[src/hdl/rzwh_pkg.sv]
// rzwh_pkg: shared types and constants of the range zone window histogram
// no dependencies; imported by every module of the block

package rzwh_pkg;

	localparam int NUM_ZONES = 3;
	localparam int DIST_W    = 16;
	localparam int THR_W     = 16;
	localparam int BIN_W     = 5;
	localparam int REG_IDX_W = 2;

	typedef enum logic [REG_IDX_W-1:0] {
		REG_ZONE_NEAR = 2'd0,
		REG_ZONE_MID  = 2'd1,
		REG_ZONE_FAR  = 2'd2
	} reg_idx_t;

	localparam logic [THR_W-1:0] THR_NEAR_RST = 16'd300;
	localparam logic [THR_W-1:0] THR_MID_RST  = 16'd1200;
	localparam logic [THR_W-1:0] THR_FAR_RST  = 16'd1500;

	typedef struct packed {
		logic adv;
		logic ev;
	} zone_ctl_t;

endpackage

[src/hdl/rzwh_zone.sv]
// rzwh_zone: event window and running count of one zone
// depends on rzwh_pkg

module rzwh_zone #(
	parameter int WINDOW_LEN = 16,
	parameter int CNT_W      = 5
) (
	input  logic               clk,
	input  logic               arst_n,
	input  rzwh_pkg::zone_ctl_t ctl,
	output logic [CNT_W-1:0]   count_nxt
);
	import rzwh_pkg::*;

	logic [WINDOW_LEN-1:0] win_q;
	logic [CNT_W-1:0]      count_q;
	logic                  leaving;

	assign leaving = win_q[WINDOW_LEN-1];

	always_comb begin
		count_nxt = count_q;
		if (ctl.ev && !leaving) begin
			count_nxt = count_q + CNT_W'(1);
		end else if (!ctl.ev && leaving) begin
			count_nxt = count_q - CNT_W'(1);
		end
	end

	always_ff @(posedge clk or negedge arst_n) begin
		if (!arst_n) begin
			win_q   <= '0;
			count_q <= '0;
		end else if (ctl.adv) begin
			win_q   <= {win_q[WINDOW_LEN-2:0], ctl.ev};
			count_q <= count_nxt;
		end
	end

	// running count tracks the window contents
	a_count_matches: assert property (@(posedge clk) disable iff (!arst_n)
		count_q == CNT_W'($countones(win_q)))
		else $error("zone count out of step with window");

	a_count_range: assert property (@(posedge clk) disable iff (!arst_n)
		count_q <= CNT_W'(WINDOW_LEN))
		else $error("zone count above window length");

	a_hold: assert property (@(posedge clk) disable iff (!arst_n)
		!ctl.adv |=> $stable(win_q) && $stable(count_q))
		else $error("zone window moved without a request");

endmodule

[src/hdl/rzwh_out.sv]
// rzwh_out: histogram bins from the updated zone counts, and the result register
// depends on rzwh_pkg

module rzwh_out #(
	parameter int WINDOW_LEN = 16,
	parameter int CNT_W      = 5
) (
	input  logic                               clk,
	input  logic                               arst_n,
	input  logic                               take,
	input  logic [rzwh_pkg::NUM_ZONES-1:0][CNT_W-1:0] counts,
	output logic                               adv,
	output logic                               out_valid,
	input  logic                               out_ready,
	output logic [rzwh_pkg::BIN_W-1:0]         bin_near,
	output logic [rzwh_pkg::BIN_W-1:0]         bin_mid,
	output logic [rzwh_pkg::BIN_W-1:0]         bin_far,
	output logic [rzwh_pkg::BIN_W-1:0]         bin_beyond,
	output logic                               order_fault
);
	import rzwh_pkg::*;

	localparam int EXT_W = CNT_W + BIN_W;

	logic [NUM_ZONES-1:0][BIN_W-1:0] diff;
	logic [NUM_ZONES-1:0]            neg;
	logic [EXT_W-1:0]                beyond_ext;
	logic [EXT_W-1:0]                near_ext;
	logic                            valid_q;
	logic [BIN_W-1:0]                near_q, mid_q, far_q, beyond_q;
	logic                            fault_q;
	logic [EXT_W-1:0]                d_ext;

	always_comb begin
		diff = '0;
		neg  = '0;
		for (int z = 1; z < NUM_ZONES; z++) begin
			d_ext = EXT_W'(counts[z]) - EXT_W'(counts[z-1]);
			if (counts[z] >= counts[z-1]) begin
				diff[z] = d_ext[BIN_W-1:0];
			end else begin
				neg[z] = 1'b1;
			end
		end
	end

	assign near_ext   = EXT_W'(counts[0]);
	assign beyond_ext = EXT_W'(WINDOW_LEN) - EXT_W'(counts[NUM_ZONES-1]);

	assign adv = take && (!valid_q || out_ready);

	always_ff @(posedge clk or negedge arst_n) begin
		if (!arst_n) begin
			valid_q <= 1'b0;
		end else if (adv) begin
			valid_q <= 1'b1;
		end else if (out_ready) begin
			valid_q <= 1'b0;
		end
	end

	always_ff @(posedge clk) begin
		if (adv) begin
			near_q   <= near_ext[BIN_W-1:0];
			mid_q    <= diff[1];
			far_q    <= diff[2];
			beyond_q <= beyond_ext[BIN_W-1:0];
			fault_q  <= |neg;
		end
	end

	assign out_valid   = valid_q;
	assign bin_near    = near_q;
	assign bin_mid     = mid_q;
	assign bin_far     = far_q;
	assign bin_beyond  = beyond_q;
	assign order_fault = fault_q;

	// a waiting result is never overwritten
	a_no_overwrite: assert property (@(posedge clk) disable iff (!arst_n)
		valid_q && !out_ready |-> !adv)
		else $error("result overwritten while stalled");

	a_fault_bins: assert property (@(posedge clk) disable iff (!arst_n)
		adv && neg[1] |=> bin_mid == '0 && order_fault)
		else $error("negative difference not floored");

	a_load_valid: assert property (@(posedge clk) disable iff (!arst_n)
		adv |=> out_valid)
		else $error("loaded result not shown");

endmodule

[src/hdl/range_zone_window_histogram.sv]
// range_zone_window_histogram: sliding window zone histogram of downward range
// depends on rzwh_pkg, rzwh_zone, rzwh_out
//
// usage
//   each request on the input channel (in_valid/in_ready) carries one range
//   sample: distance_mm and sample_valid. it passes an input register, then
//   three threshold compares update the zone windows and counts, and the
//   four bins and order_fault are loaded into the result register, shown on
//   the output channel (out_valid/out_ready)
//   throughput: one request per cycle while out_ready is held high, set by
//   the single compare and count update stage between the input and result
//   registers
//   receiver stall: the result register holds; the input register keeps one
//   more request, after which in_ready drops until the result is taken
//   thresholds are written through wr_en/wr_index/wr_data while idle; a write
//   leaves windows and counts as they are; an index past the list is ignored
//   reset: windows and counts clear, thresholds go to 300, 1200 and 1500 mm,
//   both channels empty

module range_zone_window_histogram #(
	parameter int WINDOW_LEN = 16
) (
	input  logic                           clk,
	input  logic                           arst_n,
	input  logic                           wr_en,
	input  logic [rzwh_pkg::REG_IDX_W-1:0] wr_index,
	input  logic [rzwh_pkg::THR_W-1:0]     wr_data,
	input  logic                           in_valid,
	output logic                           in_ready,
	input  logic [rzwh_pkg::DIST_W-1:0]    distance_mm,
	input  logic                           sample_valid,
	output logic                           out_valid,
	input  logic                           out_ready,
	output logic [rzwh_pkg::BIN_W-1:0]     bin_near,
	output logic [rzwh_pkg::BIN_W-1:0]     bin_mid,
	output logic [rzwh_pkg::BIN_W-1:0]     bin_far,
	output logic [rzwh_pkg::BIN_W-1:0]     bin_beyond,
	output logic                           order_fault
);
	import rzwh_pkg::*;

	localparam int CNT_W = $clog2(WINDOW_LEN + 1);

	logic [NUM_ZONES-1:0][THR_W-1:0] thr_q;
	logic                            valid_s1;
	logic [DIST_W-1:0]               dist_s1;
	logic                            smp_s1;
	logic                            adv;
	logic [NUM_ZONES-1:0][CNT_W-1:0] counts;
	zone_ctl_t                       zctl [NUM_ZONES];

	always_ff @(posedge clk or negedge arst_n) begin
		if (!arst_n) begin
			thr_q[REG_ZONE_NEAR] <= THR_NEAR_RST;
			thr_q[REG_ZONE_MID]  <= THR_MID_RST;
			thr_q[REG_ZONE_FAR]  <= THR_FAR_RST;
		end else if (wr_en) begin
			case (wr_index)
				REG_ZONE_NEAR: thr_q[REG_ZONE_NEAR] <= wr_data;
				REG_ZONE_MID:  thr_q[REG_ZONE_MID]  <= wr_data;
				REG_ZONE_FAR:  thr_q[REG_ZONE_FAR]  <= wr_data;
				default: ;
			endcase
		end
	end

	assign in_ready = !valid_s1 || adv;

	always_ff @(posedge clk or negedge arst_n) begin
		if (!arst_n) begin
			valid_s1 <= 1'b0;
		end else if (in_ready) begin
			valid_s1 <= in_valid;
		end
	end

	always_ff @(posedge clk) begin
		if (in_valid && in_ready) begin
			dist_s1 <= distance_mm;
			smp_s1  <= sample_valid;
		end
	end

	for (genvar z = 0; z < NUM_ZONES; z++) begin : g_zone
		assign zctl[z].adv = adv;
		assign zctl[z].ev  = smp_s1 && (dist_s1 < thr_q[z]);

		rzwh_zone #(
			.WINDOW_LEN(WINDOW_LEN),
			.CNT_W     (CNT_W)
		) u_zone (
			.clk      (clk),
			.arst_n   (arst_n),
			.ctl      (zctl[z]),
			.count_nxt(counts[z])
		);
	end

	rzwh_out #(
		.WINDOW_LEN(WINDOW_LEN),
		.CNT_W     (CNT_W)
	) u_out (
		.clk        (clk),
		.arst_n     (arst_n),
		.take       (valid_s1),
		.counts     (counts),
		.adv        (adv),
		.out_valid  (out_valid),
		.out_ready  (out_ready),
		.bin_near   (bin_near),
		.bin_mid    (bin_mid),
		.bin_far    (bin_far),
		.bin_beyond (bin_beyond),
		.order_fault(order_fault)
	);

endmodule

[config.mk]
export PLATFORM = sky130hd
export DESIGN_NAME = range_zone_window_histogram
export DESIGN_NICKNAME = d
export VERILOG_FILES = /design/src/hdl/rzwh_pkg.sv /design/src/hdl/rzwh_zone.sv /design/src/hdl/rzwh_out.sv /design/src/hdl/range_zone_window_histogram.sv
export SDC_FILE = /design/constraint.sdc
export NUM_CORES = 1
export LEC_CHECK = 0
export BUFFER_PORTS_ARGS = -buffer_cell sky130_fd_sc_hd__buf_2
export CORE_MARGIN = 3
export CORE_UTILIZATION = 30
export CTS_CLUSTER_DIAMETER = 200
export DETAILED_ROUTE_END_ITERATION = 10
export GPL_TIMING_DRIVEN = 0
export SLEW_MARGIN = 0
export SYNTH_ARGS = -nofsm -noshare
export SYNTH_HDL_FRONTEND = slang
export SYNTH_SLANG_ARGS = --single-unit
export TNS_END_PERCENT = 30
[constraint.sdc]
create_clock -name clk -period 3.5 [get_ports clk]
set_input_delay 0.875 -clock clk [delete_from_list [all_inputs] [get_ports clk]]
set_output_delay 0.875 -clock clk [all_outputs]
set_load 0.005 [all_outputs]
==> run summary, run 1 <==
Leakage - 0.00455 uW
Final Hold Vio Count - 0
Placed insts - 1,134
IO Count - 63
Clk buf depth - 2
Detail Route Antenna Nets - 0
Post-synth EDFFs - 38
TritonRoute pass-1 iters - 5
Crit path time final - 3.58 ns
Crit Path Class - reg2reg
Violated checks - negative setup slack
Floorplan row count - 58
Crit path launch type - flip-flop
Global-route wire length before repair - 28.5 mm
TritonCTS clock tree - built
Met3 Resource Use GR - 0.0292
Pin count of the biggest net entering global routing - 84
Layout Cells excl Fill - 1,203
Vias per cell - 4.59
Nets@finish - 964
Die Span Y - 167 um
Sequential area share after synthesis - 0.513
Fmax - 279 MHz
Number of global-route vias before repair - 5,726
Antenna violations before repair - 1
Place WS - -0.653 ns
Hold-fix buffers, CTS - 0
DP Wirelength - 11.3 mm
Setup Skew - 0.0125 ns
Gate Count Post-Synth - 741
Fin worst setup slack - -0.0841 ns
H-tree depth - 4
GR Overflow Total - 0
Netlist cell types - 53
Yosys reg bits - 151
Total wire length - 17.1 mm
DRC Markers - 0
Root Driver - clkbuf_16
Status - finished, violations left
Synthesized area per cell - 10.5 um^2
Final Wtd Congestion - 0.800
Hold slack - 0.327 ns
Routed WL per cell - 14.2 um
Crit-path max FO - 5
Least-Margin Pin Slew - 0.928 ns
Core Area - 25,300 um^2
CP required - 3.68 ns
CTS buffer count - 17
Ys flop type - dfrtp_1
GRT met1 Usage - 0.160
RSZ-0062 raised after global routing - yes
Dpl cell area - 8540 um^2
Port Buffers - 62
Die area - 27,900 um^2
Worst EP arrival - 3.76 ns
Crit end category - flip-flop
Die Width - 167 um
Insertion delay to the later sink of the worst-skew pair - 0.43 ns
Asr flop ratio synth - 0.748
Peak supply drop - 0.000465 V
Share of cells above drive strength 1 - 0.307
Synth warn - 0
Period utilisation layout - 1.02
Most Used Layer, Global Route - met2
Cell area after layout - 9930 um^2
GRT Total Usage - 0.126
Utilization after layout - 0.392
Max-Cap Viols - 0
Starting density of the core - 0.307
P per Cell Area - 816 nW/um^2
Mapped Area - 7770 um^2
1st-iter DRT viols - 293
Slew Viols, Final - 0
Layout area overhead - 27.8%
HP Class - in2async
Via count - 5,516
Final setup violating endpoints - 10
CTS Sinks - 151
Met2 Use GR - 0.210
Worst slew margin - 0.381
Antenna cells - 0
Net Count, Synth - 845
Clock transition at the registers of the reported paths - 0.06 ns
-- critical path, stage by stage (launching register included) --
cell      delay (ns)
edfxtp_1        0.52
ha_4            0.32
nand2_2         0.06
and4b_2         0.26
nor4b_4         0.26
a32oi_4         0.22
buf_6           0.19
xnor2_4         0.13
xnor2_2         0.19
ha_2            0.20
inv_2           0.05
fa_2            0.39
a21o_1          0.19
a21oi_2         0.13
xor2_1          0.15
nor2_1          0.07
-- through the flow --
stage	setup TNS (ns)	total power [uW]
finish	-0.379	8100
global route	-2.36	8700
CTS	-0.256	7970
detailed placement	-6.71	5430
global placement	-6.58	5370
floorplan	0	4740
-- power breakdown --
group          total [uW]  switching, uW  internal (uW)
registers            2700            270           2430
logic                3710           1860           1850
clock network        1690            772            919
-- sequential cells by signal (all words and copies together) (netlist names) --
signal,flops
dist_s1,16
g_zone.u_zone.count_q,15
g_zone.u_zone.win_q,48
smp_s1,1
thr_q,48
u_out.bin_beyond,5
u_out.bin_far,5
u_out.bin_mid,5
u_out.bin_near,5
u_out.order_fault,1
u_out.out_valid,1
valid_s1,1
-- area by class of cell --
class | instances | area, um^2
Inverter | 63 | 236
Clock buffer | 17 | 425
Timing Repair Buffer | 100 | 642
Tap cell | 330 | 413
Sequential cell | 151 | 3990
Multi-Input combinational cell | 504 | 4010
Fill cell | 2414 | 15400
Buffer | 23 | 96.3
Clock inverter | 15 | 123
-- placed cells by master, fill, tap and decap left out, drive strengths merged, types with 3 or more instances in the layout --
| cell type | instances |
|---|---|
| nand2 | 182 |
| buf | 108 |
| dfrtp | 98 |
| inv | 67 |
| ha | 62 |
| edfxtp | 38 |
| mux2 | 36 |
| clkbuf | 32 |
| nor2 | 29 |
| o21ai | 29 |
| xnor2 | 21 |
| a21oi | 21 |
| xor2 | 18 |
| dfstp | 15 |
| mux2i | 13 |
| a21o | 12 |
| nand2b | 9 |
| nand3 | 9 |
| clkinv | 8 |
| nor2b | 7 |
| a211oi | 6 |
| nor3 | 5 |
| o22ai | 4 |
| nor4b | 4 |
| nor3b | 3 |
| nand4 | 3 |
| nand3b | 3 |
| clkinvlp | 3 |
| and4 | 3 |
| a221oi | 3 |
-- routing by layer --
metal,wire [um],vias to the layer above,share of wire
met3,544,28,0.032
met4,382,2,0.022
met5,7,-,0.00041
li1,-,2727,-
met2,8330,72,0.49
met1,7830,2687,0.46
-- final timing paths --
check	slack, ns	cells past startpoint	endpoint	start
max in group asynchronous	2.43	2	thr_q[23]	arst_n
hold reg to reg	0.46	2	g_zone[1].u_zone.win_q[3]	g_zone[1].u_zone.win_q[2]
setup reg to reg	-0.08	15	u_out.bin_mid[4]	dist_s1[15]
setup / recovery	-0.08	15	u_out.bin_mid[4]	dist_s1[15]
hold / removal	0.33	1	g_zone[1].u_zone.count_q[4]	arst_n
min in group clk	0.46	2	g_zone[1].u_zone.win_q[3]	g_zone[1].u_zone.win_q[2]
-- cell usage after synthesis (all sizes together) (5+ instances only) --
library cell	number	area, um^2
mux2	36	405
xnor2	21	184
clkbuf	15	56.3
edfxtp	38	1140
dfstp	15	394
nand2	182	683
xor2	18	158
mux2i	13	130
nor2b	7	43.8
buf	8	32.5
a211oi	6	45.0
a21oi	21	109
nand2b	9	56.3
o21ai	29	145
nor2	29	109
dfrtp	98	2450
nand3	9	45.0
a21o	12	90.1
nor3	5	25.0
ha	62	776
inv	63	236
-- repair_timing --
action                                  CTS  global route
cloned                                    0             0
gates resized for setup                  72            24
pin swaps                                38            20
setup buffers                            35             3
endpoints found under the setup margin   12            13
-- cell families after synthesis --
kind of cell	share of synthesized area
adder cells (fa/ha/maj)	0.105
buffers and inverters	0.0419
XOR/XNOR	0.0440
AND/OR/NAND/NOR	0.145
multiplexers	0.0689
AO/OA/AOI/OAI	0.0813
flip-flops	0.513
Note: power is estimated with default switching activity, not from simulation.
==> run 2: changes to the inputs <==
--- a/config.mk
+++ b/config.mk
@@ -6,6 +6,7 @@
 export NUM_CORES = 1
 export LEC_CHECK = 0
 export BUFFER_PORTS_ARGS = -buffer_cell sky130_fd_sc_hd__buf_2
+export CORE_ASPECT_RATIO = 2
 export CORE_MARGIN = 3
 export CORE_UTILIZATION = 30
 export CTS_CLUSTER_DIAMETER = 200
@@ -14,5 +15,6 @@
 export SLEW_MARGIN = 0
 export SYNTH_ARGS = -nofsm -noshare
 export SYNTH_HDL_FRONTEND = slang
+export SYNTH_HIERARCHICAL = 1
 export SYNTH_SLANG_ARGS = --single-unit
 export TNS_END_PERCENT = 30
==> run 2 against run 1 <==
Effect of this change:
- the flow still finishes with violations (negative setup slack)
- non-clock buffer count is 14 lower
- combinational power is 7.0% higher
- sequential cell count stayed put
- critical path type unchanged
- critical endpoint is now u_out/bin_mid[4]
==> run summary, run 2 <==
Peak supply drop - 0.000370 V
Netlist cell types - 52
Share of cells above drive strength 1 - 0.357
GRT Total Usage - 0.123
Leakage - 0.00435 uW
Port Buffers - 62
Max-Cap Viols - 0
Sequential area share after synthesis - 0.516
Root Driver - clkbuf_16
Period utilisation layout - 1.03
1st-iter DRT viols - 113
Global-route wire length before repair - 26.4 mm
Hold slack - 0.410 ns
Vias per cell - 4.57
H-tree depth - 4
Final Wtd Congestion - 0.846
Mapped Area - 7730 um^2
Most frequent cell after synthesis - dfrtp_1
Routed WL per cell - 14.8 um
Antenna cells - 0
Nets@finish - 848
FF-to-FF End - u_out/bin_mid[4]
Regs by FF count - g_zone.u_zone/win_q (48), thr_q (48), dist_s1 (16)
Fin worst setup slack - -0.0997 ns
Pin count of the biggest net entering global routing - 59
Layout area overhead - 24.7%
Via count - 4,998
Final Hold Vio Count - 0
Starting density of the core - 0.306
Worst EP arrival - 3.77 ns
Worst setup endpoint - u_out/bin_mid[4]
TritonRoute pass-1 iters - 4
Leading area contributor after synthesis - dfrtp_1
P per Cell Area - 887 nW/um^2
Crit path time final - 3.60 ns
DP Wirelength - 11.8 mm
Critical-path cell list - buf_6, ha_4, a211o_1, a31oi_4, o31ai_4, a211oi_2, buf_6, xnor2_2, inv_1, ha_2, fa_2, nand2b_1, a21oi_2, xor2_1, a32o_2
CTS buffer count - 17
Dpl cell area - 8500 um^2
Sw frac - 0.350
Cell mode on critical path - buf_6
IO Count - 63
Yosys top cell area share - 0.317
Synth warn - 6
HP Class - in2async
Core Area - 25,200 um^2
Worst R2R Path Depth - 15
Reg power frac - 0.335
Worst r2r src - dist_s1[2]
Slowest cell on crit path - edfxtp_1
Logic gate share of total power - 0.464
CTS Sinks - 151
Violated checks - negative setup slack
RSZ-0062 raised after global routing - yes
Clk buf depth - 2
Worst slew margin - 0.414
Reg2Reg Setup Slack - -0.1 ns
Most frequent cells in the layout - dfrtp_1, buf_2, inv_1, mux2_2, ha_1
Asr flop ratio synth - 0.748
Final setup violating endpoints - 3
Net Count, Synth - 737
Die area - 27,900 um^2
Least-Margin Pin Slew - 0.880 ns
Utilization after layout - 0.382
Insertion delay to the later sink of the worst-skew pair - 0.42 ns
Synth area leaders - dfrtp_1, edfxtp_1, ha_1
Status - finished, violations left
Gate Count Post-Synth - 633
Psw - 2990 uW
CP required - 3.68 ns
Most common cell after layout, fill and taps aside - dfrtp_1
Clk network pwr share - 0.202
GR Overflow Total - 0
TritonCTS clock tree - built
Crit end category - flip-flop
Max incr delay on CP - 0.42 ns
Synthesized area per cell - 12.2 um^2
DRC Markers - 0
Critical Path Start - dist_s1[2]
Floorplan row count - 82
Ys flop type - dfrtp_1
Cell area after layout - 9640 um^2
Yosys reg bits - 151
Crit path launch type - flip-flop
Crit Path Class - reg2reg
Crit-path max FO - 8
Detail Route Antenna Nets - 0
Fill cells - 2,513
Die Width - 120 um
Clock transition at the registers of the reported paths - 0.06 ns
Synth top cells by count - dfrtp_1, inv_1, ha_1, mux2_2, nand2_1
Hold-fix buffers, CTS - 0
Antenna violations before repair - 0
Post-synth EDFFs - 38
Fmax - 278 MHz
Internal power - 5560 uW
Setup Skew - 0.00683 ns
Die Span Y - 233 um
Total wire length - 16.1 mm
Number of global-route vias before repair - 5,299
Slew Viols, Final - 0
-- run 2: cell count changes after synthesis, moves of 11 or more --
cell      change
o21ai_1      +14
mux2i_1      -12
o21ai_0      -22
clkbuf_1     -15
mux2_1       +33
xnor2_1      -11
mux2_2       +18
nand2_1     -143
-- run 2: repair_timing --
item,4_1_cts,5_1_grt
gates cloned,0,0
gates resized for setup,44,11
pin swaps,25,12
setup buffers,22,7
setup endpoints to repair,11,11
endpoints found under the hold margin,0,0
-- run 2: cell families after synthesis --
| family | synth area share |
|---|---|
| xor gates and xnor gates | 0.0351 |
| muxes | 0.128 |
| adders and majority gates | 0.105 |
| AOI/OAI and AO/OA | 0.0738 |
| and+or+nand+nor | 0.0956 |
| DFF | 0.516 |
| buffers and inverters | 0.0464 |
-- run 2: cell type report --
cell class              instances  area (um^2)  area share
clock inverters                 9         65.1     0.00675
repair buffers                 92          566      0.0587
clock buffers                  23          499      0.0518
inverters                      65          244      0.0253
multi-input cells             400         3740       0.388
well taps                     336          420      0.0436
plain buffers                  17          115      0.0119
flip-flops and latches        151         3990       0.414
-- run 2: worst min path at each step --
stage          slack [ns]                           to      from
6_report             0.41    g_zone[2].u_zone/win_q[4]    arst_n
5_1_grt              0.44  g_zone[2].u_zone/count_q[2]    arst_n
4_1_cts              0.41  g_zone[2].u_zone/count_q[2]    arst_n
3_5_place_dp         0.46              u_out/out_valid  valid_s1
3_3_place_gp         0.46              u_out/out_valid  valid_s1
2_1_floorplan        0.45              u_out/out_valid  valid_s1
-- run 2: power by group through the flow --
| stage | logic (uW) | clock network, uW | registers, uW |
|---|---|---|---|
| 2_1_floorplan | 2410 | 0 | 2820 |
| 3_5_place_dp | 3120 | 0 | 2890 |
| 4_1_cts | 3740 | 1800 | 2870 |
| 5_1_grt | 4400 | 1860 | 2940 |
| 3_3_place_gp | 3040 | 0 | 2870 |
| 6_report | 3970 | 1730 | 2860 |
-- run 2: critical path: cells and delay by family, from the launching register on --
kind,cells,cell delay [ns]
compound gates,6,1.24
xor+xnor,2,0.25
buf+inv,3,0.43
flops,1,0.42
simple gates,1,0.18
fa+ha+maj,3,0.84
-- run 2: per-layer routing --
metal / wire length [um] / GRT usage / vias up
li1: - / - / 2434
met1: 5700 / 0.112 / 2444
met2: 9470 / 0.249 / 91
met3: 377 / 0.0237 / 29
met4: 583 / 0.0627 / 0
met5: 0 / 0 / -
-- run 2: stage by stage --
step	setup TNS [ns]	power, uW	instances	setup slack, ns
2_1_floorplan	0	5230	633	0.0752
3_3_place_gp	-7.12	5910	1031	-0.515
3_5_place_dp	-3.36	6010	1032	-0.479
4_1_cts	-0.282	8410	1086	-0.0872
5_1_grt	-1.92	9200	1093	-0.279
6_report	-0.201	8560	1093	-0.0997
